## src/hdl/epts_pkg.sv

```systemverilog
// ----------------------------------------------------------------------------
// epts_pkg: shared codes for the effective priority task scheduler
// Item modes, result status codes, slot states, config register indexes and
// default sizes.
// ----------------------------------------------------------------------------
`default_nettype none

package epts_pkg;

    localparam int SLOTS_DEF         = 16;
    localparam int EFF_PRIO_BITS_DEF = 10;
    localparam int SLEEP_W           = 24;

    localparam logic [7:0] LOWEST_RST  = 8'd1;
    localparam logic [7:0] HIGHEST_RST = 8'd255;
    localparam logic [7:0] TICKS_RST   = 8'd100;

    typedef enum logic [2:0] {
        MODE_TICK   = 3'd0,
        MODE_CREATE = 3'd1,
        MODE_TERM   = 3'd2,
        MODE_SLEEP  = 3'd3,
        MODE_SETP   = 3'd4
    } mode_t;

    typedef enum logic [1:0] {
        STAT_OK       = 2'd0,
        STAT_NO_SLOT  = 2'd1,
        STAT_BAD_PRIO = 2'd2,
        STAT_NO_CUR   = 2'd3
    } status_t;

    typedef enum logic [2:0] {
        ST_FREE  = 3'd0,
        ST_READY = 3'd1,
        ST_RUN   = 3'd2,
        ST_SLEEP = 3'd3,
        ST_DEAD  = 3'd4
    } slot_st_t;

    typedef enum logic [1:0] {
        CFG_LOWEST  = 2'd0,
        CFG_HIGHEST = 2'd1,
        CFG_TICKS   = 2'd2
    } cfg_idx_t;

endpackage

`default_nettype wire

```

## src/hdl/effective_priority_task_scheduler_core.sv

```systemverilog
// ----------------------------------------------------------------------------
// effective_priority_task_scheduler_core: slot table task scheduler
// Keeps per-slot records and the ready order in two synchronous memories and
// applies one kernel event per item by read-modify-write sweeps.
// ----------------------------------------------------------------------------
//  channel | signals                                  | dir | handshake
//  --------+------------------------------------------+-----+-----------------
//  in      | mode, sleep_units, new_priority          | in  | in_valid/in_ready
//  out     | status, created_slot, running_slot,      | out | out_valid/out_ready
//          | idle, switched, recalculated             |     |
//  cfg     | cfg_index, cfg_data                      | in  | cfg_write
//
//  One item at a time. A tick sweeps every slot for sleepers, then runs a
//  selection over the ready order when it must reschedule or none runs; a
//  selection that recalculates adds a sweep over every slot and a second
//  selection. A set-priority item runs the bit-serial divider unless the
//  task's base is zero. After reset all slots read as free (fill count), no
//  clearing pass. A stalled result is held in the output register while the
//  next item is already taken.
// ----------------------------------------------------------------------------
`default_nettype none

module effective_priority_task_scheduler_core #(
    parameter int SLOTS         = epts_pkg::SLOTS_DEF,
    parameter int EFF_PRIO_BITS = epts_pkg::EFF_PRIO_BITS_DEF
) (
    input  wire logic        clk,
    input  wire logic        rst_n,
    input  wire logic        cfg_write,
    input  wire logic [1:0]  cfg_index,
    input  wire logic [7:0]  cfg_data,
    input  wire logic        in_valid,
    output logic             in_ready,
    input  wire logic [2:0]  mode,
    input  wire logic [15:0] sleep_units,
    input  wire logic [7:0]  new_priority,
    output logic             out_valid,
    input  wire logic        out_ready,
    output logic [1:0]       status,
    output logic [3:0]       created_slot,
    output logic [3:0]       running_slot,
    output logic             idle,
    output logic             switched,
    output logic             recalculated
);

    localparam int SW  = $clog2(SLOTS);
    localparam int CW  = $clog2(SLOTS + 1);
    localparam int EW  = (EFF_PRIO_BITS > 8) ? EFF_PRIO_BITS : 8;
    localparam int NW  = EW + 9;
    localparam int DCW = $clog2(NW + 1);
    localparam int SLW = epts_pkg::SLEEP_W;
    localparam logic [EW-1:0] EFF_MAX = EW'((1 << EFF_PRIO_BITS) - 1);

    typedef struct packed {
        epts_pkg::slot_st_t st;
        logic [7:0]         base;
        logic [EW-1:0]      eff;
        logic [SLW-1:0]     sleep;
    } rec_t;

    typedef enum logic [13:0] {
        S_IDLE     = 14'b00000000000001,
        S_CUR      = 14'b00000000000010,
        S_WAKE     = 14'b00000000000100,
        S_CHILD    = 14'b00000000001000,
        S_REMOVE   = 14'b00000000010000,
        S_DIV      = 14'b00000000100000,
        S_PRIO_WR  = 14'b00000001000000,
        S_SEL      = 14'b00000010000000,
        S_PICK     = 14'b00000100000000,
        S_PICK_END = 14'b00001000000000,
        S_RECALC   = 14'b00010000000000,
        S_DEMOTE   = 14'b00100000000000,
        S_PROMOTE  = 14'b01000000000000,
        S_DONE     = 14'b10000000000000
    } state_t;

    // memories
    rec_t          slot_mem [SLOTS];
    rec_t          slot_q;
    logic [SW-1:0] sq_idx_reg;
    logic          s_re, s_we;
    logic [SW-1:0] s_raddr, s_waddr;
    rec_t          s_wdata;

    logic [SW-1:0] rdy_mem [SLOTS];
    logic [SW-1:0] rdy_q;
    logic [SW-1:0] rq_idx_reg;
    logic          r_re, r_we;
    logic [SW-1:0] r_raddr, r_waddr, r_wdata;

    // control
    state_t          state_reg, state_next;
    logic            has_cur_reg, has_cur_next;
    logic [SW-1:0]   cur_reg, cur_next;
    logic [CW-1:0]   rc_reg, rc_next;
    logic [CW-1:0]   alloc_reg, alloc_next;
    logic            out_valid_reg, out_valid_next;
    logic [7:0]      low_reg, low_next;
    logic [7:0]      high_reg, high_next;
    logic [7:0]      tpu_reg, tpu_next;
    logic [CW-1:0]   sk_reg, sk_next;
    logic            v1_reg, v1_next;
    logic            v2_reg, v2_next;
    logic            resched_reg, resched_next;
    logic            recalc_reg, recalc_next;
    logic            found_reg, found_next;
    logic            best_valid_reg, best_valid_next;
    logic            lowered_reg, lowered_next;
    logic [DCW-1:0]  cnt_reg, cnt_next;

    // payload
    logic [2:0]        mode_reg, mode_next;
    logic [15:0]       units_reg, units_next;
    logic [7:0]        newp_reg, newp_next;
    logic              prev_has_reg, prev_has_next;
    logic [SW-1:0]     prev_cur_reg, prev_cur_next;
    epts_pkg::status_t stat_reg, stat_next;
    logic [SW-1:0]     created_reg, created_next;
    logic [EW-1:0]     cur_eff_reg, cur_eff_next;
    logic [7:0]        ch_base_reg, ch_base_next;
    logic [EW-1:0]     ch_eff_reg, ch_eff_next;
    logic [SW-1:0]     best_reg, best_next;
    rec_t              best_rec_reg, best_rec_next;
    rec_t              rec_reg, rec_next;
    logic [NW-1:0]     num_reg, num_next;
    logic [8:0]        rem_reg, rem_next;
    logic [8:0]        dvs_reg, dvs_next;
    logic [1:0]        o_status_reg, o_status_next;
    logic [3:0]        o_created_reg, o_created_next;
    logic [3:0]        o_running_reg, o_running_next;
    logic              o_idle_reg, o_idle_next;
    logic              o_switched_reg, o_switched_next;
    logic              o_recalc_reg, o_recalc_next;

    // datapath helpers
    logic               accept_in;
    logic               sq_live;
    epts_pkg::slot_st_t sq_st;
    logic [EW-1:0]      eff_dec;
    logic [SLW-1:0]     sleep_prod;
    logic [NW-1:0]      recalc_sum;
    logic [EW-1:0]      recalc_eff;
    logic               set_lower;
    logic [8:0]         mult_m;
    logic [NW-1:0]      set_prod;
    logic [9:0]         rem_sh;
    logic               div_take;
    logic [EW-1:0]      q_sat;
    logic [SW+3:0]      cur_ext, created_ext;

    assign in_ready  = (state_reg == S_IDLE);
    assign accept_in = in_valid && in_ready;

    assign sq_live    = (CW'(sq_idx_reg) < alloc_reg);
    assign sq_st      = sq_live ? slot_q.st : epts_pkg::ST_FREE;
    assign eff_dec    = (slot_q.eff != '0) ? slot_q.eff - EW'(1) : '0;
    assign sleep_prod = units_reg * tpu_reg;
    assign recalc_sum = NW'(slot_q.eff >> 1) + NW'(slot_q.base);
    assign recalc_eff = (recalc_sum > NW'(EFF_MAX)) ? EFF_MAX : recalc_sum[EW-1:0];

    assign set_lower  = (newp_reg < slot_q.base);
    assign mult_m     = set_lower ? {1'b0, newp_reg}
                                  : ({1'b0, newp_reg} + {1'b0, slot_q.base});
    assign set_prod   = NW'(slot_q.eff) * NW'(mult_m);

    assign rem_sh     = {rem_reg, num_reg[NW-1]};
    assign div_take   = (rem_sh >= {1'b0, dvs_reg});
    assign q_sat      = (num_reg > NW'(EFF_MAX)) ? EFF_MAX : num_reg[EW-1:0];

    assign cur_ext     = {4'b0000, cur_reg};
    assign created_ext = {4'b0000, created_reg};

    // record memory, same-cycle write forwarded to the read port
    always_ff @(posedge clk)
    begin
        if (s_we)
        begin
            slot_mem[s_waddr] <= s_wdata;
        end
        if (s_re)
        begin
            slot_q     <= (s_we && (s_waddr == s_raddr)) ? s_wdata : slot_mem[s_raddr];
            sq_idx_reg <= s_raddr;
        end
    end

    // ready order memory
    always_ff @(posedge clk)
    begin
        if (r_we)
        begin
            rdy_mem[r_waddr] <= r_wdata;
        end
        if (r_re)
        begin
            rdy_q      <= (r_we && (r_waddr == r_raddr)) ? r_wdata : rdy_mem[r_raddr];
            rq_idx_reg <= r_raddr;
        end
    end

    always_comb
    begin
        state_next      = state_reg;
        has_cur_next    = has_cur_reg;
        cur_next        = cur_reg;
        rc_next         = rc_reg;
        alloc_next      = alloc_reg;
        out_valid_next  = out_valid_reg && !out_ready;
        low_next        = low_reg;
        high_next       = high_reg;
        tpu_next        = tpu_reg;
        sk_next         = sk_reg;
        v1_next         = v1_reg;
        v2_next         = v2_reg;
        resched_next    = resched_reg;
        recalc_next     = recalc_reg;
        found_next      = found_reg;
        best_valid_next = best_valid_reg;
        lowered_next    = lowered_reg;
        cnt_next        = cnt_reg;
        mode_next       = mode_reg;
        units_next      = units_reg;
        newp_next       = newp_reg;
        prev_has_next   = prev_has_reg;
        prev_cur_next   = prev_cur_reg;
        stat_next       = stat_reg;
        created_next    = created_reg;
        cur_eff_next    = cur_eff_reg;
        ch_base_next    = ch_base_reg;
        ch_eff_next     = ch_eff_reg;
        best_next       = best_reg;
        best_rec_next   = best_rec_reg;
        rec_next        = rec_reg;
        num_next        = num_reg;
        rem_next        = rem_reg;
        dvs_next        = dvs_reg;
        o_status_next   = o_status_reg;
        o_created_next  = o_created_reg;
        o_running_next  = o_running_reg;
        o_idle_next     = o_idle_reg;
        o_switched_next = o_switched_reg;
        o_recalc_next   = o_recalc_reg;

        s_re    = 1'b0;
        s_raddr = cur_reg;
        s_we    = 1'b0;
        s_waddr = cur_reg;
        s_wdata = slot_q;
        r_re    = 1'b0;
        r_raddr = sk_reg[SW-1:0];
        r_we    = 1'b0;
        r_waddr = rc_reg[SW-1:0];
        r_wdata = sq_idx_reg;

        if (cfg_write)
        begin
            unique case (cfg_index)
                epts_pkg::CFG_LOWEST:  low_next  = cfg_data;
                epts_pkg::CFG_HIGHEST: high_next = cfg_data;
                epts_pkg::CFG_TICKS:   tpu_next  = cfg_data;
                default: ;
            endcase
        end

        unique case (state_reg)
            S_IDLE:
            begin
                if (accept_in)
                begin
                    mode_next     = mode;
                    units_next    = sleep_units;
                    newp_next     = new_priority;
                    prev_has_next = has_cur_reg;
                    prev_cur_next = cur_reg;
                    stat_next     = epts_pkg::STAT_OK;
                    created_next  = '0;
                    recalc_next   = 1'b0;
                    resched_next  = 1'b0;
                    // fetch the running task's record up front
                    s_re          = 1'b1;
                    s_raddr       = cur_reg;
                    unique case (mode)
                        epts_pkg::MODE_TICK:
                        begin
                            sk_next    = '0;
                            v1_next    = 1'b0;
                            state_next = has_cur_reg ? S_CUR : S_WAKE;
                        end
                        epts_pkg::MODE_CREATE:
                        begin
                            if (alloc_reg == CW'(SLOTS))
                            begin
                                stat_next  = epts_pkg::STAT_NO_SLOT;
                                state_next = S_DONE;
                            end
                            else if (has_cur_reg)
                            begin
                                state_next = S_CUR;
                            end
                            else
                            begin
                                ch_base_next = low_reg;
                                ch_eff_next  = EW'(low_reg);
                                state_next   = S_CHILD;
                            end
                        end
                        epts_pkg::MODE_TERM, epts_pkg::MODE_SLEEP:
                        begin
                            if (!has_cur_reg)
                            begin
                                stat_next  = epts_pkg::STAT_NO_CUR;
                                state_next = S_DONE;
                            end
                            else
                            begin
                                state_next = S_CUR;
                            end
                        end
                        epts_pkg::MODE_SETP:
                        begin
                            if (!has_cur_reg)
                            begin
                                stat_next  = epts_pkg::STAT_NO_CUR;
                                state_next = S_DONE;
                            end
                            else if ((new_priority < low_reg) || (new_priority > high_reg))
                            begin
                                stat_next  = epts_pkg::STAT_BAD_PRIO;
                                state_next = S_DONE;
                            end
                            else
                            begin
                                state_next = S_CUR;
                            end
                        end
                        default: state_next = S_DONE;
                    endcase
                end
            end

            S_CUR:
            begin
                sk_next    = '0;
                v1_next    = 1'b0;
                found_next = 1'b0;
                s_waddr    = cur_reg;
                unique case (mode_reg)
                    epts_pkg::MODE_TICK:
                    begin
                        s_we          = 1'b1;
                        s_wdata.eff   = eff_dec;
                        cur_eff_next  = eff_dec;
                        if (eff_dec == '0)
                        begin
                            resched_next = 1'b1;
                        end
                        state_next = S_WAKE;
                    end
                    epts_pkg::MODE_CREATE:
                    begin
                        ch_base_next = slot_q.base;
                        if ((slot_q.base == low_reg) && (slot_q.eff <= EW'(low_reg)))
                        begin
                            ch_eff_next = slot_q.eff;
                        end
                        else
                        begin
                            // parent and child split the parent's share
                            ch_eff_next = slot_q.eff >> 1;
                            s_we        = 1'b1;
                            s_wdata.eff = slot_q.eff >> 1;
                        end
                        state_next = S_CHILD;
                    end
                    epts_pkg::MODE_TERM:
                    begin
                        s_we         = 1'b1;
                        s_wdata.st   = epts_pkg::ST_DEAD;
                        has_cur_next = 1'b0;
                        state_next   = S_REMOVE;
                    end
                    epts_pkg::MODE_SLEEP:
                    begin
                        s_we          = 1'b1;
                        s_wdata.st    = epts_pkg::ST_SLEEP;
                        s_wdata.sleep = (sleep_prod == '0) ? SLW'(1) : sleep_prod;
                        has_cur_next  = 1'b0;
                        state_next    = S_REMOVE;
                    end
                    epts_pkg::MODE_SETP:
                    begin
                        rec_next     = slot_q;
                        lowered_next = set_lower;
                        if (!set_lower && (slot_q.base == 8'd0))
                        begin
                            s_we         = 1'b1;
                            s_wdata.base = newp_reg;
                            state_next   = S_DONE;
                        end
                        else
                        begin
                            num_next   = set_prod;
                            rem_next   = '0;
                            dvs_next   = set_lower ? {1'b0, slot_q.base} : {slot_q.base, 1'b0};
                            cnt_next   = DCW'(NW);
                            state_next = S_DIV;
                        end
                    end
                    default: state_next = S_DONE;
                endcase
            end

            S_CHILD:
            begin
                s_we          = 1'b1;
                s_waddr       = alloc_reg[SW-1:0];
                s_wdata.st    = epts_pkg::ST_READY;
                s_wdata.base  = ch_base_reg;
                s_wdata.eff   = ch_eff_reg;
                s_wdata.sleep = '0;
                created_next  = alloc_reg[SW-1:0];
                alloc_next    = alloc_reg + CW'(1);
                if (rc_reg < CW'(SLOTS))
                begin
                    r_we    = 1'b1;
                    r_waddr = rc_reg[SW-1:0];
                    r_wdata = alloc_reg[SW-1:0];
                    rc_next = rc_reg + CW'(1);
                end
                state_next = has_cur_reg ? S_DONE : S_SEL;
            end

            S_WAKE:
            begin
                if (sk_reg < CW'(SLOTS))
                begin
                    s_re    = 1'b1;
                    s_raddr = sk_reg[SW-1:0];
                    sk_next = sk_reg + CW'(1);
                    v1_next = 1'b1;
                end
                else
                begin
                    v1_next = 1'b0;
                end
                if (v1_reg && (sq_st == epts_pkg::ST_SLEEP))
                begin
                    s_we    = 1'b1;
                    s_waddr = sq_idx_reg;
                    if (slot_q.sleep <= SLW'(1))
                    begin
                        s_wdata.sleep = '0;
                        s_wdata.st    = epts_pkg::ST_READY;
                        if (rc_reg < CW'(SLOTS))
                        begin
                            r_we    = 1'b1;
                            r_waddr = rc_reg[SW-1:0];
                            r_wdata = sq_idx_reg;
                            rc_next = rc_reg + CW'(1);
                        end
                        if (!has_cur_reg || (slot_q.eff > cur_eff_reg))
                        begin
                            resched_next = 1'b1;
                        end
                    end
                    else
                    begin
                        s_wdata.sleep = slot_q.sleep - SLW'(1);
                    end
                end
                if ((sk_reg == CW'(SLOTS)) && !v1_reg)
                begin
                    if (resched_reg || (!has_cur_reg && (rc_reg != '0)))
                    begin
                        state_next = S_SEL;
                    end
                    else
                    begin
                        state_next = S_DONE;
                    end
                end
            end

            S_REMOVE:
            begin
                if (sk_reg < rc_reg)
                begin
                    r_re    = 1'b1;
                    r_raddr = sk_reg[SW-1:0];
                    sk_next = sk_reg + CW'(1);
                    v1_next = 1'b1;
                end
                else
                begin
                    v1_next = 1'b0;
                end
                if (v1_reg)
                begin
                    if (found_reg)
                    begin
                        // close the gap left by the removed entry
                        r_we    = 1'b1;
                        r_waddr = rq_idx_reg - SW'(1);
                        r_wdata = rdy_q;
                    end
                    else if (rdy_q == cur_reg)
                    begin
                        found_next = 1'b1;
                    end
                end
                if ((sk_reg >= rc_reg) && !v1_reg)
                begin
                    if (found_reg)
                    begin
                        rc_next = rc_reg - CW'(1);
                    end
                    state_next = S_SEL;
                end
            end

            S_DIV:
            begin
                rem_next = div_take ? 9'(rem_sh - {1'b0, dvs_reg}) : rem_sh[8:0];
                num_next = {num_reg[NW-2:0], div_take};
                cnt_next = cnt_reg - DCW'(1);
                if (cnt_reg == DCW'(1))
                begin
                    state_next = S_PRIO_WR;
                end
            end

            S_PRIO_WR:
            begin
                s_we         = 1'b1;
                s_waddr      = cur_reg;
                s_wdata      = rec_reg;
                s_wdata.base = newp_reg;
                s_wdata.eff  = lowered_reg ? num_reg[EW-1:0] : q_sat;
                state_next   = lowered_reg ? S_SEL : S_DONE;
            end

            S_SEL:
            begin
                if (rc_reg == '0)
                begin
                    has_cur_next = 1'b0;
                    cur_next     = '0;
                    state_next   = S_DONE;
                end
                else
                begin
                    sk_next         = '0;
                    v1_next         = 1'b0;
                    v2_next         = 1'b0;
                    best_valid_next = 1'b0;
                    state_next      = S_PICK;
                end
            end

            S_PICK:
            begin
                // ready order read, then record read, then compare
                if (sk_reg < rc_reg)
                begin
                    r_re    = 1'b1;
                    r_raddr = sk_reg[SW-1:0];
                    sk_next = sk_reg + CW'(1);
                    v1_next = 1'b1;
                end
                else
                begin
                    v1_next = 1'b0;
                end
                if (v1_reg)
                begin
                    s_re    = 1'b1;
                    s_raddr = rdy_q;
                    v2_next = 1'b1;
                end
                else
                begin
                    v2_next = 1'b0;
                end
                if (v2_reg)
                begin
                    if (!best_valid_reg || (slot_q.eff > best_rec_reg.eff))
                    begin
                        best_next     = sq_idx_reg;
                        best_rec_next = slot_q;
                    end
                    best_valid_next = 1'b1;
                end
                if ((sk_reg >= rc_reg) && !v1_reg && !v2_reg)
                begin
                    state_next = S_PICK_END;
                end
            end

            S_PICK_END:
            begin
                if ((best_rec_reg.eff == '0) && !recalc_reg)
                begin
                    sk_next    = '0;
                    v1_next    = 1'b0;
                    state_next = S_RECALC;
                end
                else if (has_cur_reg)
                begin
                    s_re       = 1'b1;
                    s_raddr    = cur_reg;
                    state_next = S_DEMOTE;
                end
                else
                begin
                    state_next = S_PROMOTE;
                end
            end

            S_RECALC:
            begin
                if (sk_reg < CW'(SLOTS))
                begin
                    s_re    = 1'b1;
                    s_raddr = sk_reg[SW-1:0];
                    sk_next = sk_reg + CW'(1);
                    v1_next = 1'b1;
                end
                else
                begin
                    v1_next = 1'b0;
                end
                if (v1_reg && ((sq_st == epts_pkg::ST_READY) || (sq_st == epts_pkg::ST_RUN) ||
                               (sq_st == epts_pkg::ST_SLEEP)))
                begin
                    s_we        = 1'b1;
                    s_waddr     = sq_idx_reg;
                    s_wdata.eff = recalc_eff;
                end
                if ((sk_reg == CW'(SLOTS)) && !v1_reg)
                begin
                    recalc_next = 1'b1;
                    state_next  = S_SEL;
                end
            end

            S_DEMOTE:
            begin
                if (sq_st == epts_pkg::ST_RUN)
                begin
                    s_we       = 1'b1;
                    s_waddr    = cur_reg;
                    s_wdata.st = epts_pkg::ST_READY;
                end
                state_next = S_PROMOTE;
            end

            S_PROMOTE:
            begin
                s_we         = 1'b1;
                s_waddr      = best_reg;
                s_wdata      = best_rec_reg;
                s_wdata.st   = epts_pkg::ST_RUN;
                cur_next     = best_reg;
                has_cur_next = 1'b1;
                state_next   = S_DONE;
            end

            S_DONE:
            begin
                // hold until the output register is free
                if (!out_valid_reg || out_ready)
                begin
                    out_valid_next  = 1'b1;
                    o_status_next   = stat_reg;
                    o_created_next  = created_ext[3:0];
                    o_running_next  = has_cur_reg ? cur_ext[3:0] : 4'd0;
                    o_idle_next     = !has_cur_reg;
                    o_switched_next = (prev_has_reg != has_cur_reg) ||
                                      (has_cur_reg && (prev_cur_reg != cur_reg));
                    o_recalc_next   = recalc_reg;
                    state_next      = S_IDLE;
                end
            end

            default: state_next = S_IDLE;
        endcase
    end

    always_ff @(posedge clk or negedge rst_n)
    begin
        if (!rst_n)
        begin
            state_reg      <= S_IDLE;
            has_cur_reg    <= 1'b0;
            cur_reg        <= '0;
            rc_reg         <= '0;
            alloc_reg      <= '0;
            out_valid_reg  <= 1'b0;
            low_reg        <= epts_pkg::LOWEST_RST;
            high_reg       <= epts_pkg::HIGHEST_RST;
            tpu_reg        <= epts_pkg::TICKS_RST;
            sk_reg         <= '0;
            v1_reg         <= 1'b0;
            v2_reg         <= 1'b0;
            resched_reg    <= 1'b0;
            recalc_reg     <= 1'b0;
            found_reg      <= 1'b0;
            best_valid_reg <= 1'b0;
            lowered_reg    <= 1'b0;
            cnt_reg        <= '0;
        end
        else
        begin
            state_reg      <= state_next;
            has_cur_reg    <= has_cur_next;
            cur_reg        <= cur_next;
            rc_reg         <= rc_next;
            alloc_reg      <= alloc_next;
            out_valid_reg  <= out_valid_next;
            low_reg        <= low_next;
            high_reg       <= high_next;
            tpu_reg        <= tpu_next;
            sk_reg         <= sk_next;
            v1_reg         <= v1_next;
            v2_reg         <= v2_next;
            resched_reg    <= resched_next;
            recalc_reg     <= recalc_next;
            found_reg      <= found_next;
            best_valid_reg <= best_valid_next;
            lowered_reg    <= lowered_next;
            cnt_reg        <= cnt_next;
        end
    end

    always_ff @(posedge clk)
    begin
        mode_reg       <= mode_next;
        units_reg      <= units_next;
        newp_reg       <= newp_next;
        prev_has_reg   <= prev_has_next;
        prev_cur_reg   <= prev_cur_next;
        stat_reg       <= stat_next;
        created_reg    <= created_next;
        cur_eff_reg    <= cur_eff_next;
        ch_base_reg    <= ch_base_next;
        ch_eff_reg     <= ch_eff_next;
        best_reg       <= best_next;
        best_rec_reg   <= best_rec_next;
        rec_reg        <= rec_next;
        num_reg        <= num_next;
        rem_reg        <= rem_next;
        dvs_reg        <= dvs_next;
        o_status_reg   <= o_status_next;
        o_created_reg  <= o_created_next;
        o_running_reg  <= o_running_next;
        o_idle_reg     <= o_idle_next;
        o_switched_reg <= o_switched_next;
        o_recalc_reg   <= o_recalc_next;
    end

    assign out_valid    = out_valid_reg;
    assign status       = o_status_reg;
    assign created_slot = o_created_reg;
    assign running_slot = o_running_reg;
    assign idle         = o_idle_reg;
    assign switched     = o_switched_reg;
    assign recalculated = o_recalc_reg;

`ifndef SYNTHESIS
    a_rc_le_alloc: assert property (@(posedge clk) disable iff (!rst_n)
        rc_reg <= alloc_reg)
        else $error("ready order longer than allocated slots");

    a_cur_allocated: assert property (@(posedge clk) disable iff (!rst_n)
        has_cur_reg |-> (CW'(cur_reg) < alloc_reg))
        else $error("running slot never allocated");

    a_recalc_runs: assert property (@(posedge clk) disable iff (!rst_n)
        (out_valid && recalculated) |-> !idle)
        else $error("recalculation reported with no task running");
`endif

endmodule

`default_nettype wire
```

## config.mk

```make
export PLATFORM = sky130hd
export DESIGN_NAME = effective_priority_task_scheduler_core
export DESIGN_NICKNAME = d
export VERILOG_FILES = /design/src/hdl/epts_pkg.sv /design/src/hdl/effective_priority_task_scheduler_core.sv
export SDC_FILE = /design/constraint.sdc
export NUM_CORES = 2
export LEC_CHECK = 0
export ABC_CLOCK_PERIOD_IN_PS = 7900
export BUFFER_PORTS_ARGS = -buffer_cell sky130_fd_sc_hd__buf_2
export CELL_PAD_IN_SITES_DETAIL_PLACEMENT = 1
export CELL_PAD_IN_SITES_GLOBAL_PLACEMENT = 1
export CORE_ASPECT_RATIO = 1.5
export CORE_MARGIN = 3
export CORE_UTILIZATION = 54
export CTS_BUF_LIST = sky130_fd_sc_hd__clkbuf_4 sky130_fd_sc_hd__clkbuf_8
export DETAILED_ROUTE_END_ITERATION = 10
export GPL_TIMING_DRIVEN = 0
export PLACE_DENSITY_LB_ADDON = 0.25
export SLEW_MARGIN = 10
export SYNTH_ARGS = -nofsm -noshare
export SYNTH_HDL_FRONTEND = slang
export SYNTH_SLANG_ARGS = --single-unit
```

## constraint.sdc

```tcl
create_clock -name clk -period 7.9 [get_ports clk]
set_input_delay 0.395 -clock clk [delete_from_list [all_inputs] [get_ports clk]]
set_output_delay 0.395 -clock clk [all_outputs]
set_load 0.1 [all_outputs]
```

# == Word-level counts from Yosys, hierarchy flattened ==
# Memory sizes are Yosys's and may differ from the RTL's. A register that Yosys moved wholly into a read port is not among the register bits.
# Cells that the tools add are included.
# word_totals
register_bits,268
ramBits,784
in_bits,42
output_inout_bits,15
word_cells,373
memories,2
# op_classes
add_sub_neg,11
n_mul,2
magnitude_cmp,15
eq_ne,62
n_mux,155
bitwise,1
reduce_logical,78
# memory_table
memory,depth,width,read_ports,rd_ports_with_merged_regs,write_ports,line_no,source
slot_mem,16,45,1,1,1,effective_priority_task_scheduler_core.sv:80,rec_t slot_mem [SLOTS];
rdy_mem,16,4,1,1,1,effective_priority_task_scheduler_core.sv:87,logic [SW-1:0] rdy_mem [SLOTS];
# ops
operator,count
14-bit 2-to-1 mux,16
14-bit one-hot mux with 14 select lines,1
24-bit one-hot mux with 5 select lines,1
14-bit one-hot mux with 4 select lines,2
10-bit 2-to-1 mux,11
24-bit 2-to-1 mux,4
5-bit 2-to-1 mux,13
8-bit 2-to-1 mux,8
4-bit 2-to-1 mux,13
10-bit one-hot mux with 5 select lines,1
1-bit 2-to-1 mux,41
2-bit inequality test (second input constant),20
10-bit one-hot mux with 2 select lines,2
19-bit 2-to-1 mux,2
19-bit one-hot mux with 2 select lines,1
9-bit 2-to-1 mux,4
4-bit one-hot mux with 2 select lines,4
8-bit one-hot mux with 4 select lines,1
5-bit one-hot mux with 6 select lines,1
13-bit 2-to-1 mux,2
24-bit by 1-bit <= comparator with 1-bit output (second input constant),1
24-bit logical NOT,1
16-bit by 8-bit multiplier with 24-bit output,1
24-bit by 1-bit subtractor with 24-bit output (second input constant),1
other kinds (81),172

# == Longest topological paths before layout ==
# logic_depth
word_depth,10
depth_mapped,30
mapped_depth_nobuf,29

# == Least setup slack after synthesis ==
# No wires, ideal clock.
# synth_timing
path_kind,reg-to-reg
from,register slot_q[40] (netlist name)
to,register num_reg[17] (data pin)
setup_ns,0.291
arrival_time_ns,6.580
t_required_ns,7.609
slack_ns,1.029
path_stages_with_launch,26
path_buffers,1
period_less_slack_ns,6.871
path_cell_list,edfxtp_1 > inv_1 > ha_1 > or4_1 > a21oi_1 > a221oi_1 > nor2_1 > clkbuf_1 > mux2i_1 > nor2b_1 > fa_1 > inv_1 > fa_1 > inv_1 > fa_1 > inv_1 > fa_1 > inv_1 > ha_1 > or3_1 > o21ai_0 > o21ai_0 > or4_1 > a31oi_1 > xor2_1 > o21ai_0
# synth_between
elab_chain_cells,6
word_cells_on_any_way,7
cone_classes,1 x add/sub; 1 x mul; 1 x order compare; 4 x mux
# synth_lines
item,line_no,source
8-bit by 8-bit adder with 9-bit output / 8-bit < comparator (equally long branches),"effective_priority_task_scheduler_core.sv:165, effective_priority_task_scheduler_core.sv:163",
9-bit 2-to-1 mux *,effective_priority_task_scheduler_core.sv:164,"assign mult_m = set_lower ? {1'b0, newp_reg}"
10-bit by 9-bit multiplier with 19-bit output *,effective_priority_task_scheduler_core.sv:166,assign set_prod = NW'(slot_q.eff) * NW'(mult_m);
19-bit 2-to-1 mux *,effective_priority_task_scheduler_core.sv:396,if (!set_lower && (slot_q.base == 8'd0))
19-bit 2-to-1 mux *,effective_priority_task_scheduler_core.sv:349,unique case (mode_reg)
19-bit one-hot mux with 2 select lines *,effective_priority_task_scheduler_core.sv:267,unique case (state_reg)
net num_next[17],effective_priority_task_scheduler_core.sv:127,"logic [NW-1:0] num_reg, num_next;"
"end signal, assigned",effective_priority_task_scheduler_core.sv:752,num_reg <= num_next;
"end, declared",effective_priority_task_scheduler_core.sv:127,
# Mark *: on every way through the listed nets, which the timed path passes. The rest lies on a longest branch. The select of a mux whose other input is x is not followed.
# A chain may end at the register's enable or synchronous reset.

# == Worst setup path in the final report ==
# layout_timing
from,register slot_q[36] (netlist name)
to,register num_reg[18] (data pin)
# layout_between
elab_chain_cells,6
word_cells_on_any_way,7
cone_classes,1 x add/sub; 1 x mul; 1 x order compare; 4 x mux
# layout_lines
item,line_no
8-bit by 8-bit adder with 9-bit output / 8-bit < comparator (equally long branches),"effective_priority_task_scheduler_core.sv:165, effective_priority_task_scheduler_core.sv:163"
9-bit 2-to-1 mux *,effective_priority_task_scheduler_core.sv:164
10-bit by 9-bit multiplier with 19-bit output *,effective_priority_task_scheduler_core.sv:166
19-bit 2-to-1 mux *,effective_priority_task_scheduler_core.sv:396
19-bit 2-to-1 mux *,effective_priority_task_scheduler_core.sv:349
19-bit one-hot mux with 2 select lines *,effective_priority_task_scheduler_core.sv:267
net num_next[18],effective_priority_task_scheduler_core.sv:127
# Marked as above.

==> key figures <==
Critical path
  – Required @ worst endpoint: 8.50 ns
  – Maximum net fanout on the critical path: 10
  – Setup CP Type: reg -> reg
  – Crit-path slowest cell: edfxtp_1
  – WP data arrival: 8.37 ns
  – Most frequent CP cell: inv_1
  – Startpoint type of the worst setup path: flop
  – Crit path cell chain: inv_1, ha_1, o211ai_1, a221oi_1, nor2_2, buf_4, mux2i_2, nor2b_1, fa_1, inv_1, fa_1, inv_1, fa_1, inv_1, fa_1, inv_1, ha_1, or3_1, o21ai_1, o21ai_0, o41ai_1, o21ai_0, xnor2_1, a21oi_1
  – FF-to-FF path depth: 24
  – CP max stage delay: 0.71 ns
  – Setup crit end kind: flop

Layout
  – Most flops, register: slot_mem
  – Nets: 5332
  – Area grow syn2layout: 13.0%
  – Largest registers: slot_mem x720, rdy_mem x64, slot_q x45
  – Largest register FFs: 720
  – Final core occ: 61.7%
  – Fraction of layout cells with a size suffix above 1: 10.9%

Floorplanning
  – Die area: 107000 sq um
  – Initial Util: 54.6%
  – Num rows: 143
  – Die Y: 399 um
  – Die X: approximately 270 um
  – I/O pins: 57
  – Core ar.: 102000 sq um

Drt
  – DRT iter0 DRCs: 4279
  – Final WL: 192000 um
  – TritonRoute pass-1 iters: 6
  – Vias per inst: around 6.5
  – DRT antenna net count: 0
  – DR WL/cell: 30.0 um
  – Vias: 41800
  – Residual DRC count: 0

Clocking
  – TritonCTS buffer count: 165
  – H-tree depth: 4
  – CTS tree: yes
  – Clk Latency, worst-skew pair: approximately 0.92 ns
  – CTS root buf: clkbuf_8
  – CTS clk-pin slew, worst paths: 0.07 ns
  – Sink Count: roughly 1100
  – Longest Clk Path Bufs: 3

Synth
  – Asr flop ratio synth: between 6 and 7%
  – Top_reg_cell synth: edfxtp_1
  – Syn Area/Cell: 12.0 sq um
  – Sequential cell area fraction in the yosys report: 58.9%
  – Yosys cell types: 84
  – Syn_nets: between 4000 and 5000
  – Synth area leaders: edfxtp_1, fa_1, nand2_1
  – Synth warnings: 0
  – Synth Cell Area: between 50000 and 60000 sq um
  – Number of enable flip-flop cells after synthesis: 1030
  – Largest area contributor in the netlist: edfxtp_1
  – Top-area cell type share of the netlist area: 55.6%
  – Post-synthesis register bit count: 1101
  – Post-synthesis cell count: 4624

Global routing
  – Pin count of the biggest net entering global routing: 62
  – First-pass GRT wire length: between 200000 and 300000 um
  – Initial antenna violation count: 2
  – GRT Util Overall: 36.0%
  – Vias in the first global route: 45400
  – GR Overflow Total: 0

Timing
  – Max_slew headroom: between 10% and 20%
  – Finish-stage setup viols: 0
  – Slew Viols, Final: 0
  – Final period util: 98.4%
  – Setup ws final: 0.130 ns
  – Tmin final: 7.77 ns
  – Clock Skew: about 0.056 ns
  – Fmax: 0.129 GHz
  – Worst Tran Pin Value: 1.25 ns
  – Final hold viol count: 0
  – Hold Slack: 0.0572 ns
  – Setup TNS: 0 ns

Min path
  – Hold crit path type: in -> async

Run
  – Max Cap Viol: 0

Placed design
  – Placer Congestion: 0.953
  – Post-DP HPWL: 137000 um
  – Port Buffer Count: 56
  – DP Worst Slack: -0.782 ns

Power and ir drop
  – Total power draw: roughly 30000 uW
  – Max VDD drop: 0.886 mV
  – Cell Pwr Density: 470 nW/um^2
  – Leak: 0.0235 uW

Status
  – Status: completed
## per-stage QoR
stage / std cells / area (sq um)
floorplan: 4624 / 55600
global placement: 5985 / 57500
detailed placement: 6045 / 58900
CTS: 6394 / 62700
global route: 6404 / 62800
finish: 6405 / 62800
## worst max-delay path: cells and delay by family, from the launching register on
family	cells	cell delay, ns
compound gates	7	1.96
xor+xnor	1	0.21
simple gates	3	0.68
mux	1	0.62
buf+inv	6	0.60
flops	1	0.71
fa+ha+maj	6	2.66
## final cells by class
cell class	count	area, sq um
fillers	10300	39000
flip-flops and latches	1101	32700
multi-input cells	3006	21200
clock buffers	219	2720
repair buffers	173	1930
well taps	1305	1630
inverters	282	1060
plain buffers	235	951
clock inverters	81	629
diodes	3	7.51
## cells by family after synthesis
group                    share of synthesized area, %
AND/OR/NAND/NOR                                  13.0
adder cells (fa/ha/maj)                          9.30
buffers and inverters                            3.60
other                                         0.00675
flip-flops                                       58.9
multiplexers                                     3.64
XOR/XNOR                                         1.45
AO/OA/AOI/OAI                                    10.2
## where the power goes
group,internal (uW),switching [uW]
logic,5960,10300
registers,7940,480
clock network,2480,2390
total,16400,13100
## path summary, 6_finish.rpt
check                          startpoint  slack [ns]               to
setup / recovery               slot_q[36]        0.13      num_reg[18]
hold / removal                      rst_n        0.06        rc_reg[3]
setup reg to reg               slot_q[36]        0.13      num_reg[18]
hold reg to reg            created_reg[3]        0.43  created_slot[3]
max in group asynchronous           rst_n        6.94        rc_reg[2]
min in group clk           sleep_units[9]        0.21     units_reg[9]
## metal layers
metal	up-vias	global-route usage, %	share of wire (%)
met5	-	0	0
met4	0	26.7	8.4
met3	871	6.60	7.4
met2	2484	61.9	50
met1	20800	39.8	34
li1	17600	-	-
## timing repair
| item | in CTS | in global routing |
|---|---|---|
| cloned | 0 | 0 |
| setup endpoints to repair | 7 | 4 |
| pin swaps | 0 | 1 |
| hold buffers | 44 | 0 |
| buffers inserted | 5 | 2 |
| gates resized for setup | 9 | 10 |
| endpoints found under the hold margin | 129 | 0 |
## cell usage after synthesis, types with 33 or more instances
master,count
a21oi_1,297
a221oi_1,34
a22oi_1,43
a32oi_1,93
and2_1,145
buf_1,39
clkbuf_1,183
dfrtp_1,58
edfxtp_1,1030
fa_1,145
ha_1,181
inv_1,278
mux2i_1,96
nand2_1,748
nand2b_1,33
nand3_1,157
nand4_1,48
nor2_1,210
nor3_1,45
nor4_1,33
o21a_1,33
o21ai_0,153
xnor2_1,54
xor2_1,38
## cells in the final DEF (no fill, tap or decap), drive strengths merged, types with 20 or more instances in the layout
| cell type | count |
|---|---|
| nand3 | 157 |
| nand2 | 748 |
| mux4 | 20 |
| nor3 | 45 |
| dlygate4sd3 | 44 |
| o21a | 33 |
| a32oi | 93 |
| ha | 181 |
| clkinv | 62 |
| dfrtp | 58 |
| nor2 | 210 |
| o21ai | 158 |
| edfxtp | 1030 |
| fa | 145 |
| nand2b | 33 |
| nor4 | 36 |
| a21o | 29 |
| and2 | 145 |
| a31oi | 26 |
| nor2b | 30 |
| buf | 181 |
| a21oi | 297 |
| xnor2 | 54 |
| inv | 292 |
| clkbuf | 402 |
| o22ai | 23 |
| nand4 | 48 |
| a22oi | 43 |
| mux2 | 48 |
| a221oi | 34 |
| xor2 | 38 |
| mux2i | 96 |
No activity file was read; power rests on OpenSTA's default activity.
